`src/rtl/core/tpcc_pkg.sv`:
```
// Package for the track charge correction block: widths, opcodes, register indexes.
// No dependencies.
package tpcc_pkg;

	localparam int MaxTerms  = 16;
	localparam int TermAw    = 4;
	localparam int MaxHits   = 255;
	localparam int HitCntW   = 8;
	localparam int HitSumW   = 40;
	localparam int ExpW      = 3;
	localparam int TermExpW  = 12;
	localparam int CoordW    = 16;
	localparam int ValW      = 32;
	localparam int TotalW    = 40;
	localparam int MonoW     = 17;

	typedef enum logic [1:0] {
		OP_TERM  = 2'd0,
		OP_HIT   = 2'd1,
		OP_EVENT = 2'd2,
		OP_NONE  = 2'd3
	} opcode_t;

	localparam logic [0:0] REG_TERM_COUNT  = 1'd0;
	localparam logic [0:0] REG_CHARGE_MODE = 1'd1;

	localparam logic [1:0] MODE_MEAN  = 2'd0;
	localparam logic [1:0] MODE_FIRST = 2'd2;

	// Stored term: coefficient and packed exponents.
	typedef struct packed {
		logic [TermExpW-1:0]   exps;
		logic signed [ValW-1:0] coef;
	} term_t;

	// floor((t + 2^14) / 2^15) is an arithmetic shift after the bias.
	function automatic logic signed [MonoW-1:0] round_mono(input logic signed [48:0] t);
		logic signed [48:0] b;
		b = t + 49'sd16384;
		return b[15+MonoW-1:15];
	endfunction

	function automatic logic signed [TotalW-1:0] round_term(input logic signed [48:0] t);
		logic signed [48:0] b;
		b = t + 49'sd16384;
		return TotalW'(b >>> 15);
	endfunction

endpackage

```
`src/rtl/core/tpcc_if.sv`:
```
// Valid/ready channel interfaces for input items, results and register writes.
// No dependencies.
interface tpcc_in_if;
	logic                           valid;
	logic                           ready;
	logic [1:0]                     opcode;
	logic [3:0]                     term_index;
	logic [2:0]                     exp_x;
	logic [2:0]                     exp_y;
	logic [2:0]                     exp_a;
	logic [2:0]                     exp_b;
	logic signed [31:0]             value;
	logic signed [15:0]             pos_x;
	logic signed [15:0]             pos_y;
	logic signed [15:0]             slope_a;
	logic signed [15:0]             slope_b;
	modport source (output valid, opcode, term_index, exp_x, exp_y, exp_a, exp_b, value,
		pos_x, pos_y, slope_a, slope_b, input ready);
	modport sink (input valid, opcode, term_index, exp_x, exp_y, exp_a, exp_b, value,
		pos_x, pos_y, slope_a, slope_b, output ready);
endinterface

interface tpcc_out_if;
	logic               valid;
	logic               ready;
	logic signed [31:0] timing_out;
	logic signed [31:0] corrected_charge;
	logic               saturated;
	modport source (output valid, timing_out, corrected_charge, saturated, input ready);
	modport sink (input valid, timing_out, corrected_charge, saturated, output ready);
endinterface

interface tpcc_cfg_if;
	logic        valid;
	logic        ready;
	logic [0:0]  index;
	logic [31:0] data;
	modport source (output valid, index, data, input ready);
	modport sink (input valid, index, data, output ready);
endinterface

```
`src/rtl/core/tpcc_div.sv`:
```
// Restoring divider for the mean charge: signed 40-bit sum by 8-bit count.
// Depends on tpcc_pkg. One quotient bit per cycle.
module tpcc_div (
	input  logic                                  clk,
	input  logic                                  arst_n,
	input  logic                                  start,
	input  logic signed [tpcc_pkg::HitSumW-1:0]   dividend,
	input  logic [tpcc_pkg::HitCntW-1:0]          divisor,
	output logic                                  done,
	output logic signed [tpcc_pkg::HitSumW-1:0]   quotient
);
	localparam int W = tpcc_pkg::HitSumW;

	logic [W-1:0]                  num_q;
	logic [W-1:0]                  quo_q;
	logic [tpcc_pkg::HitCntW:0]    rem_q;
	logic [tpcc_pkg::HitCntW-1:0]  den_q;
	logic [5:0]                    cnt_q;
	logic                          neg_q;
	logic                          busy_q;
	logic [tpcc_pkg::HitCntW:0]    trial;
	logic [tpcc_pkg::HitCntW:0]    diff;

	always_comb begin
		trial = {rem_q[tpcc_pkg::HitCntW-1:0], num_q[W-1]};
		diff  = trial - {1'b0, den_q};
	end

	always_ff @(posedge clk or negedge arst_n) begin
		if (!arst_n) begin
			busy_q <= 1'b0;
			done   <= 1'b0;
			cnt_q  <= '0;
		end else begin
			done <= 1'b0;
			if (start) begin
				busy_q <= 1'b1;
				cnt_q  <= 6'(W);
				neg_q  <= dividend[W-1];
				num_q  <= dividend[W-1] ? W'(-dividend) : W'(dividend);
				den_q  <= divisor;
				rem_q  <= '0;
				quo_q  <= '0;
			end else if (busy_q) begin
				if (!diff[tpcc_pkg::HitCntW]) begin
					rem_q <= diff;
					quo_q <= {quo_q[W-2:0], 1'b1};
				end else begin
					rem_q <= trial;
					quo_q <= {quo_q[W-2:0], 1'b0};
				end
				num_q <= {num_q[W-2:0], 1'b0};
				cnt_q <= cnt_q - 6'd1;
				if (cnt_q == 6'd1) begin
					busy_q <= 1'b0;
					done   <= 1'b1;
				end
			end
		end
	end

	assign quotient = neg_q ? -$signed(quo_q) : $signed(quo_q);
endmodule

```
`src/rtl/core/track_polynomial_charge_correction.sv`:
```
// Top level of the track charge correction block: term memory, hit accumulation,
// term evaluation sequencer. Depends on tpcc_pkg, tpcc_if, tpcc_div.
//
//  channel  dir  contents
//  in       in   opcode, term_index, exponents, value, track coordinates
//  out      out  timing_out, corrected_charge, saturated
//  cfg      in   index (0 term_count, 1 charge_mode), data
//
// Term writes and hits keep the sequencer idle. In mean mode an event first runs the
// serial divider; then, per active term, the sequencer reads the memory, raises the
// monomial one coordinate multiply per exponent unit and adds the coefficient product,
// skipping an all-zero entry after its read; last it saturates the total. Reset clears the
// hit accumulation and term count and sets first-hit mode; term memory is undefined until
// written. New items are taken while a result waits; the next result holds until read.
module track_polynomial_charge_correction (
	input logic       clk,
	input logic       arst_n,
	tpcc_in_if.sink   in,
	tpcc_out_if.source out,
	tpcc_cfg_if.sink  cfg
);
	typedef enum logic [6:0] {
		ST_IDLE  = 7'b0000001,
		ST_DIV   = 7'b0000010,
		ST_READ  = 7'b0000100,
		ST_MONO  = 7'b0001000,
		ST_COEF  = 7'b0010000,
		ST_ACC   = 7'b0100000,
		ST_DONE  = 7'b1000000
	} state_t;

	state_t state_q;

	tpcc_pkg::term_t term_mem [tpcc_pkg::MaxTerms];
	tpcc_pkg::term_t rd_q;

	logic [4:0]  term_count_q;
	logic [1:0]  charge_mode_q;
	logic signed [tpcc_pkg::HitSumW-1:0] hit_sum_q;
	logic [tpcc_pkg::HitCntW-1:0]        hit_count_q;
	logic signed [31:0]                  first_hit_q;

	logic signed [31:0] timing_q;
	logic signed [15:0] coord_q [4];
	logic [4:0]  idx_q;
	logic [4:0]  n_terms;
	logic [1:0]  dim_q;
	logic [3:0]  left_q;
	logic signed [tpcc_pkg::MonoW-1:0]  mono_q;
	logic signed [48:0]                 prod_q;
	logic signed [tpcc_pkg::TotalW-1:0] total_q;
	logic        out_valid_q;
	logic signed [31:0] out_charge_q;
	logic signed [31:0] out_timing_q;
	logic        out_sat_q;

	logic        div_start;
	logic        div_done;
	logic signed [tpcc_pkg::HitSumW-1:0] div_quo;

	logic        acc_in;
	logic        done_load;
	logic [2:0]  exp_sel;
	logic [2:0]  exp_of [4];

	assign acc_in  = in.valid && in.ready;
	assign n_terms = (term_count_q > 5'(tpcc_pkg::MaxTerms)) ? 5'(tpcc_pkg::MaxTerms)
		: term_count_q;
	// Next item waits while an event evaluates or its result waits to enter the output register.
	assign in.ready  = (state_q == ST_IDLE);
	assign cfg.ready = 1'b1;
	// Load the output register once the previous result is gone or leaves now.
	assign done_load = (state_q == ST_DONE) && (!out_valid_q || out.ready);

	always_comb begin
		for (int j = 0; j < 4; j++) exp_of[j] = rd_q.exps[3*j +: 3];
		exp_sel = exp_of[dim_q];
	end

	assign div_start = acc_in && (tpcc_pkg::opcode_t'(in.opcode) == tpcc_pkg::OP_EVENT)
		&& (hit_count_q != '0) && (charge_mode_q == tpcc_pkg::MODE_MEAN);

	tpcc_div u_div (
		.clk      (clk),
		.arst_n   (arst_n),
		.start    (div_start),
		.dividend (hit_sum_q),
		.divisor  (hit_count_q),
		.done     (div_done),
		.quotient (div_quo)
	);

	// Term memory write and registered read.
	always_ff @(posedge clk) begin
		if (acc_in && (tpcc_pkg::opcode_t'(in.opcode) == tpcc_pkg::OP_TERM))
			term_mem[in.term_index] <= '{exps: {in.exp_b, in.exp_a, in.exp_y, in.exp_x},
				coef: in.value};
		rd_q <= term_mem[idx_q[tpcc_pkg::TermAw-1:0]];
	end

	always_ff @(posedge clk or negedge arst_n) begin
		if (!arst_n) begin
			state_q       <= ST_IDLE;
			term_count_q  <= '0;
			charge_mode_q <= 2'd2;
			hit_sum_q     <= '0;
			hit_count_q   <= '0;
			first_hit_q   <= '0;
			out_valid_q   <= 1'b0;
			idx_q         <= '0;
		end else begin
			if (cfg.valid && cfg.ready) begin
				if (cfg.index == tpcc_pkg::REG_TERM_COUNT) term_count_q <= cfg.data[4:0];
				else charge_mode_q <= cfg.data[1:0];
			end
			if (done_load) out_valid_q <= 1'b1;
			else if (out.ready) out_valid_q <= 1'b0;
			case (state_q)
				ST_IDLE: begin
					if (acc_in) begin
						case (tpcc_pkg::opcode_t'(in.opcode))
							tpcc_pkg::OP_HIT: begin
								if (hit_count_q < 8'(tpcc_pkg::MaxHits)) begin
									if (hit_count_q == '0) first_hit_q <= in.value;
									hit_sum_q   <= hit_sum_q + 40'(in.value);
									hit_count_q <= hit_count_q + 8'd1;
								end
							end
							tpcc_pkg::OP_EVENT: begin
								if (hit_count_q != '0) begin
									timing_q   <= in.value;
									coord_q[0] <= in.pos_x;
									coord_q[1] <= in.pos_y;
									coord_q[2] <= in.slope_a;
									coord_q[3] <= in.slope_b;
									idx_q      <= '0;
									if (charge_mode_q == tpcc_pkg::MODE_FIRST)
										total_q <= 40'(first_hit_q);
									else
										total_q <= '0;
									state_q <= (charge_mode_q == tpcc_pkg::MODE_MEAN) ? ST_DIV
										: ST_READ;
								end
								hit_sum_q   <= '0;
								hit_count_q <= '0;
								first_hit_q <= '0;
							end
							default: ;
						endcase
					end
				end
				ST_DIV: begin
					if (div_done) begin
						total_q <= div_quo;
						state_q <= ST_READ;
					end
				end
				ST_READ: begin
					// Address is presented; data lands in rd_q next cycle.
					if (idx_q >= n_terms) state_q <= ST_DONE;
					else begin
						state_q <= ST_MONO;
						mono_q  <= 17'sd32768;
						dim_q   <= '0;
						left_q  <= 4'd8;
					end
				end
				ST_MONO: begin
					// left_q of eight means the exponent of this coordinate is not loaded yet.
					if (rd_q.exps == '0) begin
						idx_q   <= idx_q + 5'd1;
						state_q <= ST_READ;
					end else if (left_q == 4'd8) begin
						left_q <= {1'b0, exp_sel};
					end else if (left_q != '0) begin
						mono_q <= tpcc_pkg::round_mono(49'(mono_q * coord_q[dim_q]));
						left_q <= left_q - 4'd1;
					end else if (dim_q == 2'd3) begin
						state_q <= ST_COEF;
					end else begin
						dim_q  <= dim_q + 2'd1;
						left_q <= 4'd8;
					end
				end
				ST_COEF: begin
					prod_q  <= 49'(rd_q.coef * mono_q);
					state_q <= ST_ACC;
				end
				ST_ACC: begin
					total_q <= total_q + tpcc_pkg::round_term(prod_q);
					idx_q   <= idx_q + 5'd1;
					state_q <= ST_READ;
				end
				ST_DONE: begin
					if (done_load) begin
						out_timing_q <= timing_q;
						out_sat_q    <= (total_q > 40'sd2147483647)
							|| (total_q < -40'sd2147483648);
						if (total_q > 40'sd2147483647) out_charge_q <= 32'sh7fffffff;
						else if (total_q < -40'sd2147483648) out_charge_q <= 32'sh80000000;
						else out_charge_q <= total_q[31:0];
						state_q <= ST_IDLE;
					end
				end
				default: state_q <= ST_IDLE;
			endcase
		end
	end

	assign out.valid            = out_valid_q;
	assign out.timing_out       = out_timing_q;
	assign out.corrected_charge = out_charge_q;
	assign out.saturated        = out_sat_q;

	a_onehot: assert property (@(posedge clk) disable iff (!arst_n) $onehot(state_q))
		else $error("state not one-hot");
	a_no_ovr: assert property (@(posedge clk) disable iff (!arst_n)
		(out_valid_q && !out.ready) |=> (out_valid_q && $stable(out_charge_q)
		&& $stable(out_timing_q))) else $error("result overwritten");
	a_hits_clr: assert property (@(posedge clk) disable iff (!arst_n)
		(state_q == ST_IDLE && $past(state_q) == ST_DONE) |-> (hit_count_q == '0))
		else $error("hits not cleared");
	a_cnt_cap: assert property (@(posedge clk) disable iff (!arst_n)
		hit_count_q <= 8'(tpcc_pkg::MaxHits)) else $error("hit count overflow");
endmodule

```
`src/flat_wrapper.sv`:
```
// flat-port wrapper written by rule: the top's interface ports become plain ports
module track_polynomial_charge_correction_flat 
  (clk, arst_n, in_valid, in_opcode, in_term_index, in_exp_x, in_exp_y, in_exp_a, in_exp_b, in_value, in_pos_x, in_pos_y, in_slope_a, in_slope_b, in_ready, out_valid, out_timing_out, out_corrected_charge, out_saturated, out_ready, cfg_valid, cfg_index, cfg_data, cfg_ready);
  tpcc_in_if in_i ();
  tpcc_out_if out_i ();
  tpcc_cfg_if cfg_i ();
  input logic clk;
  input logic arst_n;
  input wire logic [$bits(in_i.valid)-1:0] in_valid;
  input wire logic [$bits(in_i.opcode)-1:0] in_opcode;
  input wire logic [$bits(in_i.term_index)-1:0] in_term_index;
  input wire logic [$bits(in_i.exp_x)-1:0] in_exp_x;
  input wire logic [$bits(in_i.exp_y)-1:0] in_exp_y;
  input wire logic [$bits(in_i.exp_a)-1:0] in_exp_a;
  input wire logic [$bits(in_i.exp_b)-1:0] in_exp_b;
  input wire logic [$bits(in_i.value)-1:0] in_value;
  input wire logic [$bits(in_i.pos_x)-1:0] in_pos_x;
  input wire logic [$bits(in_i.pos_y)-1:0] in_pos_y;
  input wire logic [$bits(in_i.slope_a)-1:0] in_slope_a;
  input wire logic [$bits(in_i.slope_b)-1:0] in_slope_b;
  output wire logic [$bits(in_i.ready)-1:0] in_ready;
  output wire logic [$bits(out_i.valid)-1:0] out_valid;
  output wire logic [$bits(out_i.timing_out)-1:0] out_timing_out;
  output wire logic [$bits(out_i.corrected_charge)-1:0] out_corrected_charge;
  output wire logic [$bits(out_i.saturated)-1:0] out_saturated;
  input wire logic [$bits(out_i.ready)-1:0] out_ready;
  input wire logic [$bits(cfg_i.valid)-1:0] cfg_valid;
  input wire logic [$bits(cfg_i.index)-1:0] cfg_index;
  input wire logic [$bits(cfg_i.data)-1:0] cfg_data;
  output wire logic [$bits(cfg_i.ready)-1:0] cfg_ready;
  assign in_i.valid = in_valid;
  assign in_i.opcode = in_opcode;
  assign in_i.term_index = in_term_index;
  assign in_i.exp_x = in_exp_x;
  assign in_i.exp_y = in_exp_y;
  assign in_i.exp_a = in_exp_a;
  assign in_i.exp_b = in_exp_b;
  assign in_i.value = in_value;
  assign in_i.pos_x = in_pos_x;
  assign in_i.pos_y = in_pos_y;
  assign in_i.slope_a = in_slope_a;
  assign in_i.slope_b = in_slope_b;
  assign in_ready = in_i.ready;
  assign out_valid = out_i.valid;
  assign out_timing_out = out_i.timing_out;
  assign out_corrected_charge = out_i.corrected_charge;
  assign out_saturated = out_i.saturated;
  assign out_i.ready = out_ready;
  assign cfg_i.valid = cfg_valid;
  assign cfg_i.index = cfg_index;
  assign cfg_i.data = cfg_data;
  assign cfg_ready = cfg_i.ready;
  track_polynomial_charge_correction u_core (.clk(clk), .arst_n(arst_n), .in(in_i), .out(out_i), .cfg(cfg_i));
endmodule
```
`config.mk`:
```
export PLATFORM = sky130hd
export DESIGN_NAME = track_polynomial_charge_correction_flat
export DESIGN_NICKNAME = d
export VERILOG_FILES = /design/src/rtl/core/tpcc_pkg.sv /design/src/rtl/core/tpcc_if.sv /design/src/rtl/core/tpcc_div.sv /design/src/rtl/core/track_polynomial_charge_correction.sv /design/src/flat_wrapper.sv
export SDC_FILE = /design/constraint.sdc
export NUM_CORES = 2
export LEC_CHECK = 0
export BUFFER_PORTS_ARGS = -buffer_cell sky130_fd_sc_hd__buf_2
export CORE_MARGIN = 2
export CORE_UTILIZATION = 55
export DETAILED_ROUTE_END_ITERATION = 6
export GPL_ROUTABILITY_DRIVEN = 0
export GPL_TIMING_DRIVEN = 0
export MAX_ROUTING_LAYER = met4
export PLACE_DENSITY_LB_ADDON = 0.3
export RECOVER_POWER = 50
export SYNTH_ARGS = -nofsm -noshare
export SYNTH_HDL_FRONTEND = slang
export SYNTH_SLANG_ARGS = --single-unit
```
`constraint.sdc`:
```
create_clock -name clk -period 9.1 [get_ports clk]
set_input_delay 1.365 -clock clk [delete_from_list [all_inputs] [get_ports clk]]
set_output_delay 1.365 -clock clk [all_outputs]
set_load 0.03 [all_outputs]
```
==> summary.md <==
| Metric | Value |
|---|---|
| Slew Viols, Final | 361 |
| Sequential Area | 35460 um^2 |
| Yosys top cell area share | 0.3995 |
| Vias | 52030 |
| F_max | 0.1120 GHz |
| RSZ-0062 raised after global routing | no |
| Failing checks | DRC, capacitance limit, slew limit |
| Horiz. Die Dim | 384.6 um |
| Post-Syn Area per Cell | 12.75 um^2 |
| Netlist cell types | 87 |
| Status | complete, but fails checks |
| DP HPWL | 160.1 mm |
| Dpl ws | -189.8 ps |
| Gr usage total | 0.3175 |
| Most frequent cells after synthesis | 1060 x edfxtp_1, 885 x inv_1, 793 x fa_1 |
| Synth Net Count | 7484 |
| Layout cells sized above 1 | 0.09294 |
| WP data required | 9560 ps |
| Max-slew headroom | -1.682 |
| Syn Inst Count | 6248 |
| Largest net degree at the start of global routing | 119 |
| Drc violations | 35 |
| Top_reg_cell synth | edfxtp_1 |
| Post-CTS Hold Fix Bufs | 0 |
| Critical Path Start Type | register |
| CTS tree | built |
| Synth area leader | edfxtp_1 |
| Tcrit/Tclk final | 0.9812 |
| Worst-Margin Slew | 4023 ps |
| Initial Utilization | 0.5547 |
| Syn Std Cell Area | 79690 um^2 |
| Chip height | 384.6 um |
| Worst R2R Path Depth | 24 |
| Maximum root-to-sink buffer count | 3 |
| Initial DRC Count | 5542 |
| Clk slew on worst S/H paths | 70 ps |
| Final worst-path setup slack | 170.9 ps |
| Routed wire length | 223.1 mm |
| Post-synthesis sequential area ratio | 0.4450 |
| Post-synthesis to final-layout area growth | 10.65% |
| CP arrival | 9390 ps |
| Cts bufs inserted | 121 |
| Vias in the first global route | 54340 |
| H-tree levels | 3 |
| Critical path fanouts, max | 10 |
| Post-synth EDFFs | 1060 |
| CP Capture Type | register |
| Final setup fails | 0 |
| WL/cell | 25.85 um |
| Crit Path Class | register to register |
| Finished Cell Area | 88170 um^2 |
| 1st-pass router iterations | 7 |
| Core area | 143700 um^2 |
| Buffers on Ports | 191 |
| Post-DRT Antenna Nets | 0 |
| Yosys warns | 0 |
| Critical Path Sink | u_core.mono_q[16] |
| FF-to-FF setup slack | 170 ps |
| Clock sink count | 1214 |
| Ports | 220 |
| Final hold vios | 0 |
| Synth area leaders | edfxtp_1 40%, fa_1 20%, mux4_2 6.7% |
| Setup TNS | 0 ps |
| Area of the multi-input gates | 39970 um^2 |
| Grt ovf | 0 |
| Initial antenna violation count | 17 |
| Area after DPL | 84040 um^2 |
| Clock Skew | 80.82 ps |
| Worst hold path class | register to register |
| Final nets | 7842 |
| First-pass GRT wire length | 336.7 mm |
| Clock period minus worst slack | 8929 ps |
| Via density | 6.028 |
| Ys async rst share | 0.08896 |
| Row count | 139 |
| Root buffer cell | clkbuf_16 |
| Most numerous cell in the Yosys netlist | edfxtp_1 |
| Number of fill cells | 10970 |
| Clock Latency Late Sink | 810 ps |
| Die area | 147900 um^2 |
| Number of max-cap violations | 14 |
| RR Endpoint | u_core.mono_q[16] |
| #FFs+latches synth | 1214 |
==> registers in the layout, summed over array words and instances, names as in the netlist, 12 cells and up, named ones only <==
| register | count |
|---|---|
| u_core.coord_q | 64 |
| u_core.exp_of | 12 |
| u_core.first_hit_q | 32 |
| u_core.hit_sum_q | 40 |
| u_core.mono_q | 17 |
| u_core.out.corrected_charge | 32 |
| u_core.out.timing_out | 32 |
| u_core.prod_q | 35 |
| u_core.rd_q | 32 |
| u_core.term_mem | 704 |
| u_core.timing_q | 32 |
| u_core.total_q | 40 |
| u_core.u_div.num_q | 40 |
| u_core.u_div.quo_q | 40 |
==> critical path, cell delays in order, from the launching register on <==
cell and delay, ps:
dfxtp_2 650, clkbuf_1 510, mux4_2 550, buf_1 520, nand2_1 180, fa_1 570
fa_1 500, fa_1 520, inv_1 60, fa_1 520, fa_1 520, inv_1 60
fa_1 530, inv_1 50, ha_1 310, and4_1 180, o2111ai_1 100, o21ai_0 180
a41oi_1 520, nor3_1 190, o41ai_2 540, o21bai_1 220, a221oi_1 390, xnor2_1 170
nor2_1 50
==> logic make-up (layout without fill, tap and decap cells) <==
logic type / Yosys count / after routing / synth area share
muxes: 304 / 304 / 0.07575
adders and majority gates: 1084 / 1084 / 0.2449
DFF: 1214 / 1214 / 0.4450
and+or+nand+nor: 1523 / 1523 / 0.09382
buffers and inverters: 1165 / 1631 / 0.05503
xor gates and xnor gates: 261 / 261 / 0.02869
AOI/OAI and AO/OA: 696 / 696 / 0.05679
other: 1 / 15 / 0.00004706
==> worst min path at each step <==
stage	startpoint	endpoint	slack [ps]	depth (start not counted)
finish	u_core.timing_q[28]	u_core.out.timing_out[28]	400	0
global route	u_core.timing_q[1]	u_core.out.timing_out[1]	420	0
CTS	u_core.timing_q[28]	u_core.out.timing_out[28]	410	0
detailed placement	u_core.timing_q[1]	u_core.out.timing_out[1]	410	0
global placement	u_core.timing_q[16]	u_core.out.timing_out[16]	400	0
floorplan	u_core.timing_q[0]	u_core.out.timing_out[0]	400	0
==> cells in the final DEF, fill, tap and decap left out, types with 24 or more instances in the layout <==
cell type     n
fa_1        793
nor3_1       24
o31ai_1      29
nor2_1      219
a21o_1       89
buf_1        30
edfxtp_1   1060
clkbuf_16   130
nand2b_1     66
mux4_2      238
nand2_1     609
ha_1        291
nand3_1      46
dfrtp_1     106
inv_1       885
a21oi_1     161
xor2_1      108
and3_1       30
and2_1      357
buf_2        79
o21ai_0     185
nand4_1      27
o21a_1       24
xnor2_1     153
dfxtp_1      45
clkbuf_1    386
a22o_1       36
mux2i_1      54
==> stage by stage <==
stage / instances / utilization / hold slack (ps)
2_1_floorplan: 6248 / - / 400.3
3_3_place_gp: 8342 / 0.5779 / 401.3
3_5_place_dp: 8389 / 0.5850 / 405.4
4_1_cts: 8619 / 0.6150 / 407.2
5_1_grt: 8627 / 0.6137 / 421.6
6_report: 8631 / 0.6138 / 398.9
==> area by class of cell <==
class | count | share of cell area
well taps | 1903 | 0.02700
clock buffers | 169 | 0.03946
plain buffers | 276 | 0.01202
diodes | 14 | 0.0003973
inverters | 886 | 0.03772
multi-input cells | 3869 | 0.4533
clock inverters | 62 | 0.009422
repair buffers | 238 | 0.01849
flip-flops and latches | 1214 | 0.4021
==> routing by layer <==
metal	up-vias	wire (um)	share of wire	GRT usage
li1	21970	-	-	-
met1	26460	82730	0.37	0.4001
met2	2995	106000	0.48	0.4987
met3	603	23330	0.10	0.07385
met4	0	11000	0.049	0.1301
met5	-	0	0	-
==> what timing repair did <==
action,4_1_cts,5_1_grt
buffers inserted,0,0
endpoints found under the setup margin,3,5
gates resized for setup,1,7
Power is not shown: default switching activity piles up to over one toggle a cycle in this logic, so the estimate is an artifact.
